File: src/sv/nsfc_pkg.sv
// ----------------------------------------------------------------------------
// nsfc_pkg
// Shared types, codes and character helpers for the NMEA sentence framer
// and checksum checker.
// ----------------------------------------------------------------------------
package nsfc_pkg;

    // Default sentence length limit in stored characters
    localparam int MAX_LEN_DEFAULT = 128;

    localparam int BYTE_W  = 8;
    localparam int COUNT_W = 8;
    localparam int KIND_W  = 3;

    // Event codes on the result channel
    typedef enum logic [KIND_W-1:0] {
        EV_START = 3'd0,
        EV_BODY  = 3'd1,
        EV_END   = 3'd2,
        EV_ACK   = 3'd3,
        EV_NACK  = 3'd4
    } event_kind_t;

    // Framing characters
    localparam logic [BYTE_W-1:0] CH_DOLLAR = 8'h24;
    localparam logic [BYTE_W-1:0] CH_STAR   = 8'h2A;
    localparam logic [BYTE_W-1:0] CH_CR     = 8'h0D;

    // Acknowledge message prefix and class bytes
    localparam logic [BYTE_W-1:0] ACK_SYNC1 = 8'hB5;
    localparam logic [BYTE_W-1:0] ACK_SYNC2 = 8'h62;
    localparam logic [BYTE_W-1:0] ACK_CLASS = 8'h05;
    localparam logic [BYTE_W-1:0] ACK_NAK   = 8'h00;
    localparam logic [BYTE_W-1:0] ACK_ACK   = 8'h01;

    // Prefix match progress
    localparam logic [1:0] MATCH_IDLE  = 2'd0;
    localparam logic [1:0] MATCH_SYNC1 = 2'd1;
    localparam logic [1:0] MATCH_SYNC2 = 2'd2;
    localparam logic [1:0] MATCH_CLASS = 2'd3;

    // One accepted input beat
    typedef struct packed {
        logic [BYTE_W-1:0] data_byte;
        logic              chunk_first;
    } in_beat_t;

    // One result beat
    typedef struct packed {
        event_kind_t        kind;
        logic [BYTE_W-1:0]  ch;
        logic [COUNT_W-1:0] len;
        logic               ok;
    } result_t;

    // Characters kept inside a sentence: digits, capitals and $ - . * ,
    function automatic logic keep_char(input logic [BYTE_W-1:0] c);
        logic is_digit;
        logic is_upper;
        logic is_mark;
        is_digit = (c >= 8'h30) && (c <= 8'h39);
        is_upper = (c >= 8'h41) && (c <= 8'h5A);
        is_mark  = (c == CH_DOLLAR) || (c == 8'h2D) || (c == 8'h2E) ||
                   (c == CH_STAR) || (c == 8'h2C);
        return is_digit || is_upper || is_mark;
    endfunction

    // Hex digit decode: 0-9 and A-F, bad flags anything else
    function automatic logic [4:0] hex_digit(input logic [BYTE_W-1:0] c);
        logic [BYTE_W-1:0] d;
        logic              bad;
        d   = '0;
        bad = 1'b0;
        if ((c >= 8'h30) && (c <= 8'h39))
        begin
            d = c - 8'h30;
        end
        else if ((c >= 8'h41) && (c <= 8'h46))
        begin
            d = c - 8'h37;
        end
        else
        begin
            bad = 1'b1;
        end
        return {bad, d[3:0]};
    endfunction

endpackage

File: src/sv/nmea_sentence_framer_checker_unit.sv
// ----------------------------------------------------------------------------
// nmea_sentence_framer_checker_unit
// Frames NMEA sentences from a received byte stream, checks the XOR
// checksum and reports acknowledge / negative-acknowledge messages.
//
//   Channel  Direction  Handshake            Payload
//   in       input      in_valid / in_stall   data_byte, chunk_first
//   out      output     out_valid / out_stall event_kind, out_byte,
//                                             sentence_length, checksum_ok
//
// One byte per cycle sustained while the output is not stalled; a byte's
// result is presented from the result register, after the input register.
// Bytes that cause no result still take their slot in the core stage.
// Reset clears all framing, checksum and match state.
// A stalled output holds the result register and backs up into in_stall
// only once the input register is also full.
// ----------------------------------------------------------------------------
module nmea_sentence_framer_checker_unit
    import nsfc_pkg::*;
#(
    parameter int MAX_LEN = MAX_LEN_DEFAULT
)
(
    input  logic               clk,
    input  logic               rst_n,
    input  logic               in_valid,
    output logic               in_stall,
    input  logic [BYTE_W-1:0]  data_byte,
    input  logic               chunk_first,
    output logic               out_valid,
    input  logic               out_stall,
    output logic [KIND_W-1:0]  event_kind,
    output logic [BYTE_W-1:0]  out_byte,
    output logic [COUNT_W-1:0] sentence_length,
    output logic               checksum_ok
);

    logic     advance;
    logic     beat_valid;
    in_beat_t beat;
    logic     fire;
    logic     res_valid;
    result_t  res;

    // Process the held beat when the result register can take it
    assign fire = beat_valid && advance;

    nsfc_in_stage u_in_stage (
        .clk         (clk),
        .rst_n       (rst_n),
        .in_valid    (in_valid),
        .data_byte   (data_byte),
        .chunk_first (chunk_first),
        .advance     (advance),
        .in_stall    (in_stall),
        .beat_valid  (beat_valid),
        .beat        (beat)
    );

    nsfc_core #(
        .MAX_LEN (MAX_LEN)
    ) u_core (
        .clk       (clk),
        .rst_n     (rst_n),
        .fire      (fire),
        .beat      (beat),
        .res_valid (res_valid),
        .res       (res)
    );

    nsfc_out_stage u_out_stage (
        .clk             (clk),
        .rst_n           (rst_n),
        .fire            (fire),
        .res_valid       (res_valid),
        .res             (res),
        .out_stall       (out_stall),
        .advance         (advance),
        .out_valid       (out_valid),
        .event_kind      (event_kind),
        .out_byte        (out_byte),
        .sentence_length (sentence_length),
        .checksum_ok     (checksum_ok)
    );

endmodule

File: src/sv/nsfc_in_stage.sv
// ----------------------------------------------------------------------------
// nsfc_in_stage
// Input register: captures one byte beat and holds it until the core
// stage advances.
// ----------------------------------------------------------------------------
module nsfc_in_stage
    import nsfc_pkg::*;
(
    input  logic              clk,
    input  logic              rst_n,
    input  logic              in_valid,
    input  logic [BYTE_W-1:0] data_byte,
    input  logic              chunk_first,
    input  logic              advance,
    output logic              in_stall,
    output logic              beat_valid,
    output in_beat_t          beat
);

    logic     valid_reg;
    logic     valid_next;
    in_beat_t beat_reg;
    logic     load;

    // Hold the beat while the downstream stage cannot take it
    assign in_stall   = valid_reg && !advance;
    assign load       = !in_stall;
    assign valid_next = load ? in_valid : valid_reg;

    always_ff @(posedge clk or negedge rst_n)
    begin
        if (!rst_n)
        begin
            valid_reg <= 1'b0;
        end
        else
        begin
            valid_reg <= valid_next;
        end
    end

    // Capture payload on accept
    always_ff @(posedge clk)
    begin
        if (load && in_valid)
        begin
            beat_reg.data_byte   <= data_byte;
            beat_reg.chunk_first <= chunk_first;
        end
    end

    assign beat_valid = valid_reg;
    assign beat       = beat_reg;

endmodule

File: src/sv/nsfc_core.sv
// ----------------------------------------------------------------------------
// nsfc_core
// Framing and checksum state: decodes one byte per cycle unless stalled,
// updates the sentence and acknowledge-match state and forms at most one result.
// ----------------------------------------------------------------------------
module nsfc_core
    import nsfc_pkg::*;
#(
    parameter int MAX_LEN = MAX_LEN_DEFAULT
)
(
    input  logic     clk,
    input  logic     rst_n,
    input  logic     fire,
    input  in_beat_t beat,
    output logic     res_valid,
    output result_t  res
);

    localparam logic [COUNT_W-1:0] LEN_LIMIT = COUNT_W'(MAX_LEN);

    logic               in_sentence_reg,  in_sentence_next;
    logic [COUNT_W-1:0] count_reg,        count_next;
    logic [BYTE_W-1:0]  xor_reg,          xor_next;
    logic               star_reg,         star_next;
    logic [1:0]         taken_reg,        taken_next;
    logic [BYTE_W-1:0]  rx_sum_reg,       rx_sum_next;
    logic               digit_err_reg,    digit_err_next;
    logic [1:0]         match_reg,        match_next;
    logic               skip_reg,         skip_next;

    logic [BYTE_W-1:0]  c;
    logic [1:0]         match_cur;
    logic               skip_cur;
    logic               check_ok;
    logic [4:0]         hex;

    assign c   = beat.data_byte;
    assign hex = hex_digit(c);

    // Checksum verdict from the state before this byte
    assign check_ok = star_reg && (taken_reg == 2'd2) && !digit_err_reg &&
                      (rx_sum_reg == xor_reg);

    // Decode one byte
    always_comb
    begin
        in_sentence_next = in_sentence_reg;
        count_next       = count_reg;
        xor_next         = xor_reg;
        star_next        = star_reg;
        taken_next       = taken_reg;
        rx_sum_next      = rx_sum_reg;
        digit_err_next   = digit_err_reg;
        res_valid        = 1'b0;
        res.kind         = EV_BODY;
        res.ch           = '0;
        res.len          = count_reg;
        res.ok           = 1'b0;

        // Clear the chunk-scoped state on a new chunk
        match_cur = beat.chunk_first ? MATCH_IDLE : match_reg;
        skip_cur  = beat.chunk_first ? 1'b0 : skip_reg;
        match_next = match_cur;
        skip_next  = skip_cur;

        if (!skip_cur)
        begin
            priority if ((match_cur == MATCH_IDLE) && (c == ACK_SYNC1))
            begin
                match_next = MATCH_SYNC1;
            end
            else if ((match_cur == MATCH_SYNC1) && (c == ACK_SYNC2))
            begin
                match_next = MATCH_SYNC2;
            end
            else if ((match_cur == MATCH_SYNC2) && (c == ACK_CLASS))
            begin
                match_next = MATCH_CLASS;
            end
            else if ((match_cur == MATCH_CLASS) && ((c == ACK_NAK) || (c == ACK_ACK)))
            begin
                // Report and drop the rest of the chunk
                skip_next = 1'b1;
                res_valid = 1'b1;
                res.kind  = (c == ACK_ACK) ? EV_ACK : EV_NACK;
            end
            else if (c == CH_DOLLAR)
            begin
                // Start a new sentence
                in_sentence_next = 1'b1;
                count_next       = COUNT_W'(1);
                xor_next         = '0;
                star_next        = 1'b0;
                taken_next       = '0;
                rx_sum_next      = '0;
                digit_err_next   = 1'b0;
                res_valid        = 1'b1;
                res.kind         = EV_START;
                res.ch           = c;
                res.len          = COUNT_W'(1);
            end
            else if (!in_sentence_reg)
            begin
                // Ignore bytes between sentences
            end
            else if (count_reg >= LEN_LIMIT)
            begin
                // Close on overrun, drop the byte
                in_sentence_next = 1'b0;
                res_valid        = 1'b1;
                res.kind         = EV_END;
                res.ok           = check_ok;
            end
            else if (c == CH_CR)
            begin
                // Close on carriage return, counted as stored
                in_sentence_next = 1'b0;
                count_next       = count_reg + COUNT_W'(1);
                res_valid        = 1'b1;
                res.kind         = EV_END;
                res.len          = count_reg + COUNT_W'(1);
                res.ok           = check_ok;
            end
            else if (keep_char(c))
            begin
                count_next = count_reg + COUNT_W'(1);
                res_valid  = 1'b1;
                res.kind   = EV_BODY;
                res.ch     = c;
                res.len    = count_reg + COUNT_W'(1);
                // Accumulate XOR up to '*', then take two hex digits
                if (!star_reg)
                begin
                    if (c == CH_STAR)
                    begin
                        star_next = 1'b1;
                    end
                    else
                    begin
                        xor_next = xor_reg ^ c;
                    end
                end
                else if (taken_reg != 2'd2)
                begin
                    rx_sum_next = {rx_sum_reg[3:0], hex[3:0]};
                    taken_next  = taken_reg + 2'd1;
                    if (hex[4])
                    begin
                        digit_err_next = 1'b1;
                    end
                end
            end
            else
            begin
                // Drop characters outside the sentence alphabet
            end
        end
    end

    // Advance state on each processed beat
    always_ff @(posedge clk or negedge rst_n)
    begin
        if (!rst_n)
        begin
            in_sentence_reg <= 1'b0;
            count_reg       <= '0;
            xor_reg         <= '0;
            star_reg        <= 1'b0;
            taken_reg       <= '0;
            rx_sum_reg      <= '0;
            digit_err_reg   <= 1'b0;
            match_reg       <= MATCH_IDLE;
            skip_reg        <= 1'b0;
        end
        else if (fire)
        begin
            in_sentence_reg <= in_sentence_next;
            count_reg       <= count_next;
            xor_reg         <= xor_next;
            star_reg        <= star_next;
            taken_reg       <= taken_next;
            rx_sum_reg      <= rx_sum_next;
            digit_err_reg   <= digit_err_next;
            match_reg       <= match_next;
            skip_reg        <= skip_next;
        end
    end

endmodule

File: src/sv/nsfc_out_stage.sv
// ----------------------------------------------------------------------------
// nsfc_out_stage
// Result register: holds one result beat until the consumer takes it.
// ----------------------------------------------------------------------------
module nsfc_out_stage
    import nsfc_pkg::*;
(
    input  logic               clk,
    input  logic               rst_n,
    input  logic               fire,
    input  logic               res_valid,
    input  result_t            res,
    input  logic               out_stall,
    output logic               advance,
    output logic               out_valid,
    output logic [KIND_W-1:0]  event_kind,
    output logic [BYTE_W-1:0]  out_byte,
    output logic [COUNT_W-1:0] sentence_length,
    output logic               checksum_ok
);

    logic    valid_reg;
    logic    valid_next;
    result_t res_reg;

    // Move on when the register is empty or being drained
    assign advance    = !valid_reg || !out_stall;
    assign valid_next = advance ? (fire && res_valid) : valid_reg;

    always_ff @(posedge clk or negedge rst_n)
    begin
        if (!rst_n)
        begin
            valid_reg <= 1'b0;
        end
        else
        begin
            valid_reg <= valid_next;
        end
    end

    // Load a new result beat
    always_ff @(posedge clk)
    begin
        if (advance && fire && res_valid)
        begin
            res_reg <= res;
        end
    end

    assign out_valid       = valid_reg;
    assign event_kind      = res_reg.kind;
    assign out_byte        = res_reg.ch;
    assign sentence_length = res_reg.len;
    assign checksum_ok     = res_reg.ok;

endmodule
File: config.mk
export PLATFORM = sky130hd
export DESIGN_NAME = nmea_sentence_framer_checker_unit
export DESIGN_NICKNAME = d
export VERILOG_FILES = /design/src/sv/nsfc_pkg.sv /design/src/sv/nmea_sentence_framer_checker_unit.sv /design/src/sv/nsfc_in_stage.sv /design/src/sv/nsfc_core.sv /design/src/sv/nsfc_out_stage.sv
export SDC_FILE = /design/constraint.sdc
export NUM_CORES = 1
export LEC_CHECK = 0
export BUFFER_PORTS_ARGS = -buffer_cell sky130_fd_sc_hd__buf_2
export CAP_MARGIN = 5
export CORE_ASPECT_RATIO = 1.5
export CORE_MARGIN = 2
export CORE_UTILIZATION = 31
export DETAILED_ROUTE_END_ITERATION = 8
export SETUP_SLACK_MARGIN = 0.5
export SLEW_MARGIN = 20
export SYNTH_ARGS = -nofsm -noshare
export SYNTH_HDL_FRONTEND = slang
export SYNTH_SLANG_ARGS = --single-unit
File: constraint.sdc
create_clock -name clk -period 3.4 [get_ports clk]
set_clock_uncertainty 0.05 [all_clocks]
set_input_delay 0.68 -clock clk [delete_from_list [all_inputs] [get_ports clk]]
set_output_delay 0.68 -clock clk [all_outputs]
set_load 0.02 [all_outputs]
# Yosys cells after proc, flatten, opt, wreduce, memory -nomap -nowiden

Index checks and enable logic that the tools add are counted.

Add/subtract/negate cells: 4
$lt $le $gt $ge: 6
Eq/ne operators: 20
Multiplexer cells: 88
Bitwise logic cells: 7
Reductions and logical operators: 46

Operator list:

| cell                                                                                | count |
|---|---|
| 8-bit two-way mux                                                                   | 21 |
| 9-bit two-way mux                                                                   | 5 |
| 8-bit by 6-bit == test with 1-bit output, second input constant                     | 5 |
| 1-bit two-way mux                                                                   | 40 |
| 16-bit two-way mux                                                                  | 2 |
| 2-bit two-way mux                                                                   | 12 |
| 12-bit AND reduction                                                                | 2 |
| 20-bit two-way mux                                                                  | 1 |
| 19-bit two-way mux                                                                  | 1 |
| 8-bit by 7-bit <= comparator with 1-bit output, second input constant               | 2 |
| 1-bit logical AND                                                                   | 16 |
| 13-bit AND reduction                                                                | 1 |
| 3-bit two-way mux                                                                   | 4 |
| 10-bit AND reduction                                                                | 1 |
| 2-bit nonzero test                                                                  | 5 |
| 9-bit AND reduction                                                                 | 1 |
| 8-bit by 1-bit adder with 8-bit output, second input constant                       | 1 |
| 8-bit by 1-bit == test with 1-bit output, second input constant                     | 1 |
| 8-bit by 3-bit == test with 1-bit output, second input constant                     | 1 |
| 8-bit by 4-bit == test with 1-bit output, second input constant                     | 1 |
| 8-bit by 7-bit == test with 1-bit output, second input constant                     | 1 |
| 8-bit == test                                                                       | 1 |
| 8-bit == test, second input constant                                                | 1 |
| 8-bit by 6-bit greater-or-equal comparator with 1-bit output, second input constant | 1 |
| 22 further kinds                                                                    | 44 |

Register bits: 63
Bits of input ports: 13
Output and inout port bits: 22
Word-level logic and storage cells: 188

# Depth between registers and ports, before layout

Gate-level depths: netlist of run 1.

Depth in word-level cells: 17
Depth in mapped cells: 10
Depth with buffers taken out: 8

# Modules after synthesis

From an unflattened synthesis of run 1, not the netlist that was laid out.

Cell total of the unflattened synthesis: 324
Area, all modules: 3543.4 um2

By module, submodules not included:

| module                            | times used | cells an instance | area each (um2) | seq. area each (um2) |
|---|---|---|---|---|
| nsfc_core                         | 1          | 284               | 2567.5          | 800.8 |
| nsfc_out_stage                    | 1          | 25                | 641.9           | 625.6 |
| nsfc_in_stage                     | 1          | 14                | 327.8           | 295.3 |
| nmea_sentence_framer_checker_unit | 1          | 1                 | 6.3             | 0.0 |

# Least setup slack after synthesis of run 1

Ideal clock, no wire load.

Path type: register to register
Start: register u_in_stage.beat_reg (netlist bit u_in_stage.beat[8])
End: register u_out_stage.res_reg (netlist bit u_out_stage.checksum_ok), enable pin
Setup time: 378 ps
Arrival: 2384 ps
Required time: 2972 ps
Path slack: 588 ps
Cell stages (with the launch flop): 9
Buffers on the path: 2
Clock period less this slack: 2812 ps
Cells stage by stage: edfxtp_1 > or2_1 > clkbuf_1 > or4_1 > clkbuf_1 > nand2_1 > nor2_1 > nor3_1 > and2_1

Longest elaborated chain between the ends: 17
Elaborated cells on any way between the ends: 39
Those cells by class: order compare: 4; eq/ne: 10; mux: 10; reduce/logical: 15

RTL lines:

| element                                                                                                               | line                 | RTL |
|---|---|---|
| start: declaration                                                                                                    | nsfc_in_stage.sv:22  | `in_beat_t beat_reg;` |
| parallel branches: the longest is 14 deep, another holds 8-bit by 6-bit greater-or-equal comparator with 1-bit output | --                   |  |
| 1-bit two-way mux *                                                                                                   | nsfc_core.sv:69      | `priority if ((match_cur == MATCH_IDLE) && (c == ACK_SYNC1))` |
| 1-bit two-way mux *                                                                                                   | nsfc_core.sv:67      | `if (!skip_cur)` |
| 1-bit logical AND *                                                                                                   | nsfc_out_stage.sv:45 | `if (advance && fire && res_valid)` |
| end signal: assignment                                                                                                | nsfc_out_stage.sv:47 | `res_reg <= res;` |
| end: declaration                                                                                                      | nsfc_out_stage.sv:24 | `result_t res_reg;` |

Every way passes the cells marked *.
A chain may end at the register's enable or synchronous reset.

# Final worst setup path of run 1

Start: register u_in_stage.beat_reg (netlist bit u_in_stage.beat[1])
End: register u_out_stage.res_reg (netlist bit u_out_stage.out_byte[5]), enable pin

Same word-level chain as after synthesis.

==> out/metrics.yaml, run 1 <==
status: "completed"
grt-ovfl-total: 0
synth_cells: 332
postRouteAntennaNets: 0
leakage_nw: 1.748
dr.first_iter.drc_count: 226
drt_pass1_iterations: 6
wire_per_inst_um: 15.81
start_kind: "flop"
grt_antenna_before_repair: 0
std_cell_rows: 47
stdcell_area_mm2: 0.004151
max_freq_ghz: 0.3683
drive_above_1_share_pct: 22.57
finalHoldViolCount: 0
htree_levels: 3
grt.busiest_layer: "met2"
clk_pin_slew_worst_paths_ns: 0.05
gp_congestion: 0.8826
slew_viol_final: 0
required_ns: 3.42
syn_nets: 352
utilization_pct: 37.75
drt-total-wl_um: 8349
grt_pass1_wl_um: 14000
dieArea_mm2: 0.01212
viasPerCell: 5.206
ys_types: 67
worst_hold_slack_ns: 0.3763
grt_pass1_vias: 2789
clk_path_buf_depth: 2
fin_setup_tns_ns: 0
cts-root-buf: "clkbuf_16"
slew_headroom_pct: 46.87
dp_cells: 507
synth_top_area_cell: "edfxtp_1"
grtUsageMet2_pct: 25.87
final-setup-viol-count: 0
ios: 35
num_vias: 2749
ir_worst_vdd_mv: 0.1959
crit_chain: "inv_1, ha_1, a21o_1, a221o_1, a32o_2, a211oi_1, nor3_1, and2_1, buf_4"
worstSkewPairLatency_ns: 0.34
gr-usage-met3_pct: 2.135
grt_usage_pct: 14.79
fin_cells: 528
period_needed_ns: 2.715
async_flop_share_pct: 53.97
cts_hold_buf: 0
drc: 0
cts_buffers: 9
hold_class: "in2async"
cts_tree: "done"
antenna_cells: 0
fp.dieH_um: 133.8
syn_avg_cell_area_um2: 10.49
tightest_slew_ns: 0.7970
post-dp-hpwl_um: 6124
syn-cell-area_mm2: 0.003483
power_density_mw_per_mm2: 454.3
pre_cts_slack_ns: 0.4947
cts_num_sinks: 63
slowest_stage: "edfxtp_1"
ys_warn_count: 0
worst-endpoint-arrival_ns: 2.74
coreArea_mm2: 0.01100
largest_register_ffs: 9
yosysTopAreaCellShare_pct: 25.00
ys_seq_area_share_pct: 49.43
p_total_mw: 1.886
slowest_delay_ns: 0.43
finalCritPeriodShare_pct: 79.85
numPortBuffers: 34
met1_usage_pct: 15.98
start_util_pct: 31.68
path_class: "reg2reg"
cap_violations: 0
nets: 396
cp_max_fo: 20
grt_max_degree: 35
synthTopCellsByArea: "edfxtp_1, dfrtp_1, o21ai_0"
cp-end-kind: "flop"
fin_ws_ns: 0.6850
chipWidth_um: 90.55
area_delta_synth_final_pct: 19.18
synth_edf_count: 29
dpl_cell_area_mm2: 0.003834
ys.flop_type: "dfrtp_1"
synth-seq-cells: 63
grt_setup_unrepaired: "yes"
-- metal layers --
metal  wire (um)  up-vias
met3         255       25
met2        4370       73
met5           0        -
li1            -     1340
met1        3343     1311
met4         380        0
-- where the power goes --
group	switching [mW]	total (mW)	internal, mW
logic	0.114	0.194	0.0805
registers	0.0429	0.876	0.833
clock network	0.328	0.816	0.488
-- logic make-up (layout without fill, tap and decap cells) --
logic type	count (synthesis)	in the layout	share of synthesized area (%)
adders and majority gates	7	7	2.514
buffers and inverters	28	77	3.628
xor gates and xnor gates	8	8	2.012
muxes	7	7	2.155
DFF	63	63	49.43
and+or+nand+nor	123	123	20.47
AOI/OAI and AO/OA	95	95	19.68
other	1	1	0.1077
-- cell type report --
class	instances	area (um2)
Clock buffer	10	229.0
Clock inverter	6	37.54
Timing Repair Buffer	48	275.3
Multi-Input combinational cell	241	1655
Inverter	13	48.80
Tap cell	147	183.9
Fill cell	1096	6845
Sequential cell	63	1722
-- synthesized netlist by cell type, drive strengths merged, types with 4 or more instances --
cell and number:
clkbuf 6, o211ai 4, nor3 4, and2 4, a21oi 15, ha 7, a22o 9, edfxtp 29
and3 9, nand3 16, mux2 4, nand2b 5, dfrtp 34, buf 9, nor4 9, nor2 23
nor2b 4, o21ai 31, inv 13, nand2 27, xnor2 7, o31ai 6, nand4 9
-- layout by cell type (no fill, tap or decap), types with 2 or more instances in the layout --
cell         n
and3_1       8
a21boi_0     2
ha_1         6
o311ai_0     3
mux2_2       4
nand4b_1     3
a31oi_1      2
a22o_1       9
clkbuf_16    9
nand4_1      8
buf_4       14
nor2b_1      4
clkinvlp_4   3
mux2i_1      3
nand2b_1     5
edfxtp_1    29
o21a_1       2
buf_2       34
a22oi_1      2
o211ai_1     4
nor4_1       6
a21o_1       3
and2_1       4
o21ai_1      8
nand2_1     27
nand3_1     15
dfrtp_1     34
xnor2_1      7
nor2_1      23
inv_1       12
nor3_1       4
a21oi_1     14
a211oi_1     2
o31ai_1      6
clkinv_2     3
o21ai_0     22
nor4_4       2
-- what timing repair did --
item	CTS	global route
resized for setup	0	6
endpoints found under the setup margin	20	46
buffers inserted	0	5
pin swaps	1	2
-- worst paths after layout --
kind	cells past startpoint	to	from	slack (ns)
min in group clk	2	u_core.skip_reg	u_core.skip_reg	0.45
max in group asynchronous	1	u_core.count_reg[1]	rst_n	2.41
worst max register to register	9	u_out_stage.out_byte[5]	u_in_stage.beat[1]	0.69
worst max-delay path	9	u_out_stage.out_byte[5]	u_in_stage.beat[1]	0.69
worst min register to register	2	u_core.skip_reg	u_core.skip_reg	0.45
worst min-delay path	1	u_in_stage.beat_valid	rst_n	0.38
-- worst max-delay path, delay by kind of cell (launching register included) --
family / cells / cell delay, ns
compound gates: 4 / 1.07
buf+inv: 2 / 0.36
flops: 1 / 0.43
simple gates: 2 / 0.24
fa+ha+maj: 1 / 0.31
(Power assumes the default switching activity.)
==> run 2, diff against run 1 <==
clock period = 2.3 ns   (was 3.4 ns; I/O delays follow)
==> out/metrics.yaml, run 2 (synthesis gave the netlist of run 1 again) <==
dp_cells: 556  # +9.7%
gp_congestion: 0.9130  # +3.4%
mostFrequentLayoutCells: "buf_4, buf_2, dfrtp_1, edfxtp_1, buf_6"
viasPerCell: 5.177  # -0.56%
p_total_mw: 3.307  # +75%
drt-total-wl_um: 9883  # +18%
cts_num_sinks: 63  # unchanged
drt_pass1_iterations: 4  # -2
startpoint: "u_in_stage.beat[1]"
coreArea_mm2: 0.01100  # unchanged
violations: "negative setup slack"
wire_per_inst_um: 16.39  # +3.7%
multi_input_area_mm2: 0.002085  # +26%
cp-end-kind: "flop"
cp_max_fo: 6  # -70%
finalHoldViolCount: 0  # unchanged
slew_headroom_pct: 44.87  # -2.0 points
num_vias: 3122  # +14%
antenna_cells: 0  # unchanged
dr.first_iter.drc_count: 157  # -31%
status: "finished with violations"
slowest_delay_ns: 0.46  # +0.03 ns
crit_chain: "ha_4, a21o_1, a221o_1, a32oi_4, nand2_1, o211ai_1, mux2i_1"
grt_pass1_wl_um: 15770  # +13%
worst-endpoint-arrival_ns: 2.49  # -0.25 ns
cts-root-buf: "clkbuf_16"
clk_path_buf_depth: 2  # unchanged
ios: 35  # unchanged
largest_register_ffs: 9  # unchanged
worstSkewPairLatency_ns: 0.34  # about the same
grt_usage_pct: 16.61  # +1.8 points
slew_viol_final: 0  # unchanged
chipWidth_um: 90.55  # unchanged
grt-ovfl-total: 0  # unchanged
tightest_slew_ns: 0.8269  # +0.02988 ns
postRouteAntennaNets: 0  # unchanged
slowest_stage: "edfxtp_1"
grt_antenna_before_repair: 0  # unchanged
grt_pass1_vias: 3220  # +15%
grt_setup_unrepaired: "yes"
period_needed_ns: 2.477  # -0.2383 ns
cp-endpoint: "u_out_stage.sentence_length[0]"
fin_cells: 603  # +14%
fin_setup_tns_ns: -4.582  # -4.582 ns
required_ns: 2.31  # -1.11 ns
grt_max_degree: 35  # unchanged
htree_levels: 3  # unchanged
start_util_pct: 31.68  # unchanged
pre_cts_slack_ns: -0.2703  # -0.7650 ns
cts_hold_buf: 0  # unchanged
r2r-end: "u_out_stage.sentence_length[0]"
power_density_mw_per_mm2: 625.5  # +38%
fin_ws_ns: -0.1767  # -0.8617 ns
hold_class: "in2async"
leakage_nw: 2.250  # +29%
start_kind: "flop"
r2r_cells: 7  # -2
std_cell_rows: 47  # unchanged
numPortBuffers: 34  # unchanged
cap_violations: 0  # unchanged
n_fill_cell: 979  # -11%
utilization_pct: 48.07  # +10 points
finalCritPeriodShare_pct: 107.7  # +28 points
cts_buffers: 9  # unchanged
final-setup-viol-count: 59  # +59
ir_worst_vdd_mv: 0.3306  # +69%
area_delta_synth_final_pct: 51.76
final_common_cell: "buf_4"
max_freq_ghz: 0.4038  # +9.6%
seqCellArea_mm2: 0.001722  # unchanged
r2r_setup_slack_ns: -0.18  # -0.86 ns
fp.dieH_um: 133.8  # unchanged
drc: 0  # unchanged
dieArea_mm2: 0.01212  # unchanged
cts_tree: "done"
nets: 471  # +19%
drive_above_1_share_pct: 47.15  # +25 points
clk_pin_slew_worst_paths_ns: 0.06  # about the same
post-dp-hpwl_um: 6728  # +9.9%
crit-reg2reg-launch: "u_in_stage.beat[1]"
path_class: "reg2reg"
[run 2: cell type report]
| cell class | count | area share (%) |
|---|---|---|
| flip-flops and latches | 63 | 32.57 |
| clock buffers | 12 | 5.065 |
| well taps | 147 | 3.479 |
| clock inverters | 4 | 1.396 |
| inverters | 13 | 0.9231 |
| repair buffers | 120 | 17.14 |
| multi-input cells | 244 | 39.43 |
[run 2: per-layer routing]
| layer | global-route usage [%] | up-vias | share of wire, % |
|---|---|---|---|
| li1 | - | 1495 | - |
| met1 | 16.41 | 1499 | 38 |
| met2 | 30.22 | 88 | 53 |
| met3 | 3.258 | 40 | 4.1 |
| met4 | 12.74 | 0 | 5.3 |
| met5 | 0 | - | 0 |
[run 2: what timing repair did]
| item | 4_1_cts | 5_1_grt |
|---|---|---|
| buffers inserted | 14 | 14 |
| cloned | 2 | 1 |
| gates resized for setup | 74 | 40 |
| endpoints found under the setup margin | 71 | 72 |
| pin swaps | 30 | 24 |
[run 2: through the flow]
stage / area [um2] / hold slack (ns)
5_1_grt: 5286 / 0.2220
2_1_floorplan: 3542 / 0.1144
4_1_cts: 4982 / 0.1908
6_report: 5286 / 0.1523
3_5_place_dp: 4234 / 0.4365
3_3_place_gp: 4234 / 0.4311
[run 2: worst min path at each step]
stage	start	to	cells past startpoint
detailed placement	u_core.skip_reg	u_core.skip_reg	2
global route	rst_n	u_core.match_reg[0]	1
CTS	rst_n	u_core.match_reg[0]	1
floorplan	rst_n	u_core.count_reg[0]	0
finish	rst_n	u_core.match_reg[0]	1
global placement	u_core.skip_reg	u_core.skip_reg	2
[run 2: worst max-delay path, delay by kind of cell, from the launching register on]
kind,cells,cell delay (ns)
adder cells (fa/ha/maj),1,0.23
AND/OR/NAND/NOR,1,0.18
AO/OA/AOI/OAI,4,1.12
flip-flops,1,0.46
multiplexers,1,0.16
[run 2: power breakdown]
part / internal (mW) / switching (mW) / leakage (nW)
logic: 0.214 / 0.256 / 1.34
clock network: 1.05 / 0.500 / 0.168
registers: 1.23 / 0.0611 / 0.744
==> run 3, diff against run 2 <==
--- a/constraint.sdc
+++ b/constraint.sdc
@@ -4,2 +4,2 @@
 set_output_delay 0.46 -clock clk [all_outputs]
-set_load 0.02 [all_outputs]
+set_load 0.1 [all_outputs]
==> out/metrics.yaml, run 3 (synthesis gave the netlist of run 1 again) <==
antenna_cells: 0  # unchanged
drt-total-wl_um: 10120  # +2.4%
max_freq_ghz: 0.3995  # -1.1%
largest_register_ffs: 9  # unchanged
cts-root-buf: "clkbuf_16"
clk_path_buf_depth: 2  # unchanged
nets: 469  # -0.42%
p_sw_share_pct: 25.93  # +1.2 points
r2r_setup_slack_ns: -0.20  # -0.03 ns
required_ns: 2.48  # +0.17 ns
final_common_cell: "buf_4"
dp_cells: 555  # -0.18%
final-setup-viol-count: 57  # -3.4%
worst-endpoint-arrival_ns: 2.68  # +0.19 ns
power_frac_clock_pct: 45.7  # -1.0 points
fin_ws_ns: -0.2031  # -0.02646 ns
drt_pass1_iterations: 5  # +1
violations: "negative setup slack"
drive_above_1_share_pct: 46.04  # -1.1 points
dieArea_mm2: 0.01212  # unchanged
grt_max_degree: 29  # -17%
finalHoldViolCount: 0  # unchanged
wire_per_inst_um: 16.85  # +2.8%
cts_buffers: 9  # unchanged
cp_max_fo: 7  # +1
ir_worst_vdd_mv: 0.2775  # -16%
cts_tree: "done"
fp.dieH_um: 133.8  # unchanged
grt_pass1_wl_um: 15190  # -3.6%
p_comb_share_pct: 14.3  # about the same
finalCritPeriodShare_pct: 108.8  # +1.2 points
r2r-end: "u_core.taken_reg[0]"
period_needed_ns: 2.503  # +0.02646 ns
viasPerCell: 5.285  # +2.1%
coreArea_mm2: 0.01100  # unchanged
pwr-share-seq_pct: 39.9  # +0.9 points
area_delta_synth_final_pct: 48.78
gp_congestion: 0.9184  # +0.59%
pre_cts_slack_ns: -0.2085  # +0.06183 ns
ios: 35  # unchanged
grt-ovfl-total: 0  # unchanged
p_int_mw: 2.392  # -3.9%
grt_setup_unrepaired: "yes"
p_switching_uw: 837.3  # +2.4%
grt_antenna_before_repair: 0  # unchanged
chipWidth_um: 90.55  # unchanged
grt_pass1_vias: 3049  # -5.3%
grt_usage_pct: 16.19  # -0.42 points
path_class: "reg2reg"
r2r_cells: 10  # +3
power_density_mw_per_mm2: 623.1  # -0.38%
start_kind: "flop"
std_cell_rows: 47  # unchanged
status: "finished with violations"
postRouteAntennaNets: 0  # unchanged
cap_violations: 0  # unchanged
cts_num_sinks: 63  # unchanged
clk_pin_slew_worst_paths_ns: 0.05  # about the same
start_util_pct: 31.68  # unchanged
cp-endpoint: "u_core.taken_reg[0]"
crit-reg2reg-launch: "u_in_stage.beat[2]"
drc: 0  # unchanged
htree_levels: 3  # unchanged
hold_class: "in2reg"
cp-end-kind: "flop"
num_vias: 3176  # +1.7%
numPortBuffers: 34  # unchanged
startpoint: "u_in_stage.beat[2]"
worstSkewPairLatency_ns: 0.34  # about the same
fin_cells: 601  # -0.33%
leakage_nw: 2.205  # -2.0%
dr.first_iter.drc_count: 174  # +11%
mostFrequentLayoutCells: "buf_4, buf_2, dfrtp_1, edfxtp_1, nand2_1"
slew_viol_final: 0  # unchanged
post-dp-hpwl_um: 6642  # -1.3%
## run 3: cell types whose count changed in the layout (fill, tap and decap cells not counted), sizes merged
cell and delta:
nand2 -1, and2 +3, o21ai -1, clkbuf +2
buf -4, clkinvlp +1, bufinv -2, inv -1
dlygate4sd3 +1
## run 3: stage by stage
step | total power [mW] | setup TNS (ns) | cell area (um2) | utilization, % | hold WS (ns)
floorplan | 1.514 | -3.493 | 3550 | - | 0.1144
global placement | 1.658 | -3.635 | 4234 | 38.50 | 0.2726
detailed placement | 1.664 | -6.986 | 4234 | 38.50 | 0.2743
CTS | 3.177 | -5.038 | 4856 | 44.16 | 0.2340
global route | 3.319 | -11.37 | 5182 | 47.13 | 0.2407
finish | 3.229 | -5.780 | 5182 | 47.13 | 0.2418
## run 3: worst min path at each step
stage,from,endpoint,slack [ns],cells after the start
final,chunk_first,u_in_stage.beat[0],0.24,1
after global routing,chunk_first,u_in_stage.beat[0],0.24,1
after CTS,data_byte[5],u_in_stage.beat[6],0.23,1
after detailed placement,rst_n,u_out_stage.out_valid,0.27,1
after global placement,rst_n,u_in_stage.beat_valid,0.27,1
after floorplan,rst_n,u_core.count_reg[0],0.11,0
## run 3: per-layer routing
layer	global-route usage, %	share of wire [%]	vias up
li1	-	-	1494
met1	16.20	37	1521
met2	29.35	53	112
met3	2.697	4.3	49
met4	12.91	6.0	0
met5	0	0	-
## run 3: final cells by class
cell class | instances | area (um2)
Fill cell | 991 | 5814
Clock buffer | 14 | 317.8
Tap cell | 147 | 183.9
Multi-Input combinational cell | 245 | 2031
Timing Repair Buffer | 117 | 858.3
Inverter | 13 | 52.55
Clock inverter | 2 | 13.76
Sequential cell | 63 | 1725
## run 3: power groups by stage
stage / clock network (mW) / logic, mW / registers, mW
finish: 1.48 / 0.463 / 1.29
global route: 1.53 / 0.496 / 1.29
CTS: 1.49 / 0.399 / 1.28
detailed placement: 0 / 0.362 / 1.30
global placement: 0 / 0.357 / 1.30
floorplan: 0 / 0.213 / 1.30
## run 3: what timing repair did
item / 4_1_cts / 5_1_grt
endpoints found under the hold margin: 6 / 0
cloned: 1 / 3
buffers inserted: 8 / 17
hold buffers: 1 / 0
resized for setup: 51 / 48
setup endpoints to repair: 71 / 73
pin swaps: 15 / 36
## run 3: critical path, stage by stage, from the launching register on
cell and delay (ns):
edfxtp_1 0.41, buf_6 0.15, ha_4 0.15, a21o_1 0.15, a221o_1 0.35, a32oi_4 0.32
nor4_4 0.09, buf_4 0.17, buf_6 0.11, and3_4 0.19, mux2_2 0.26
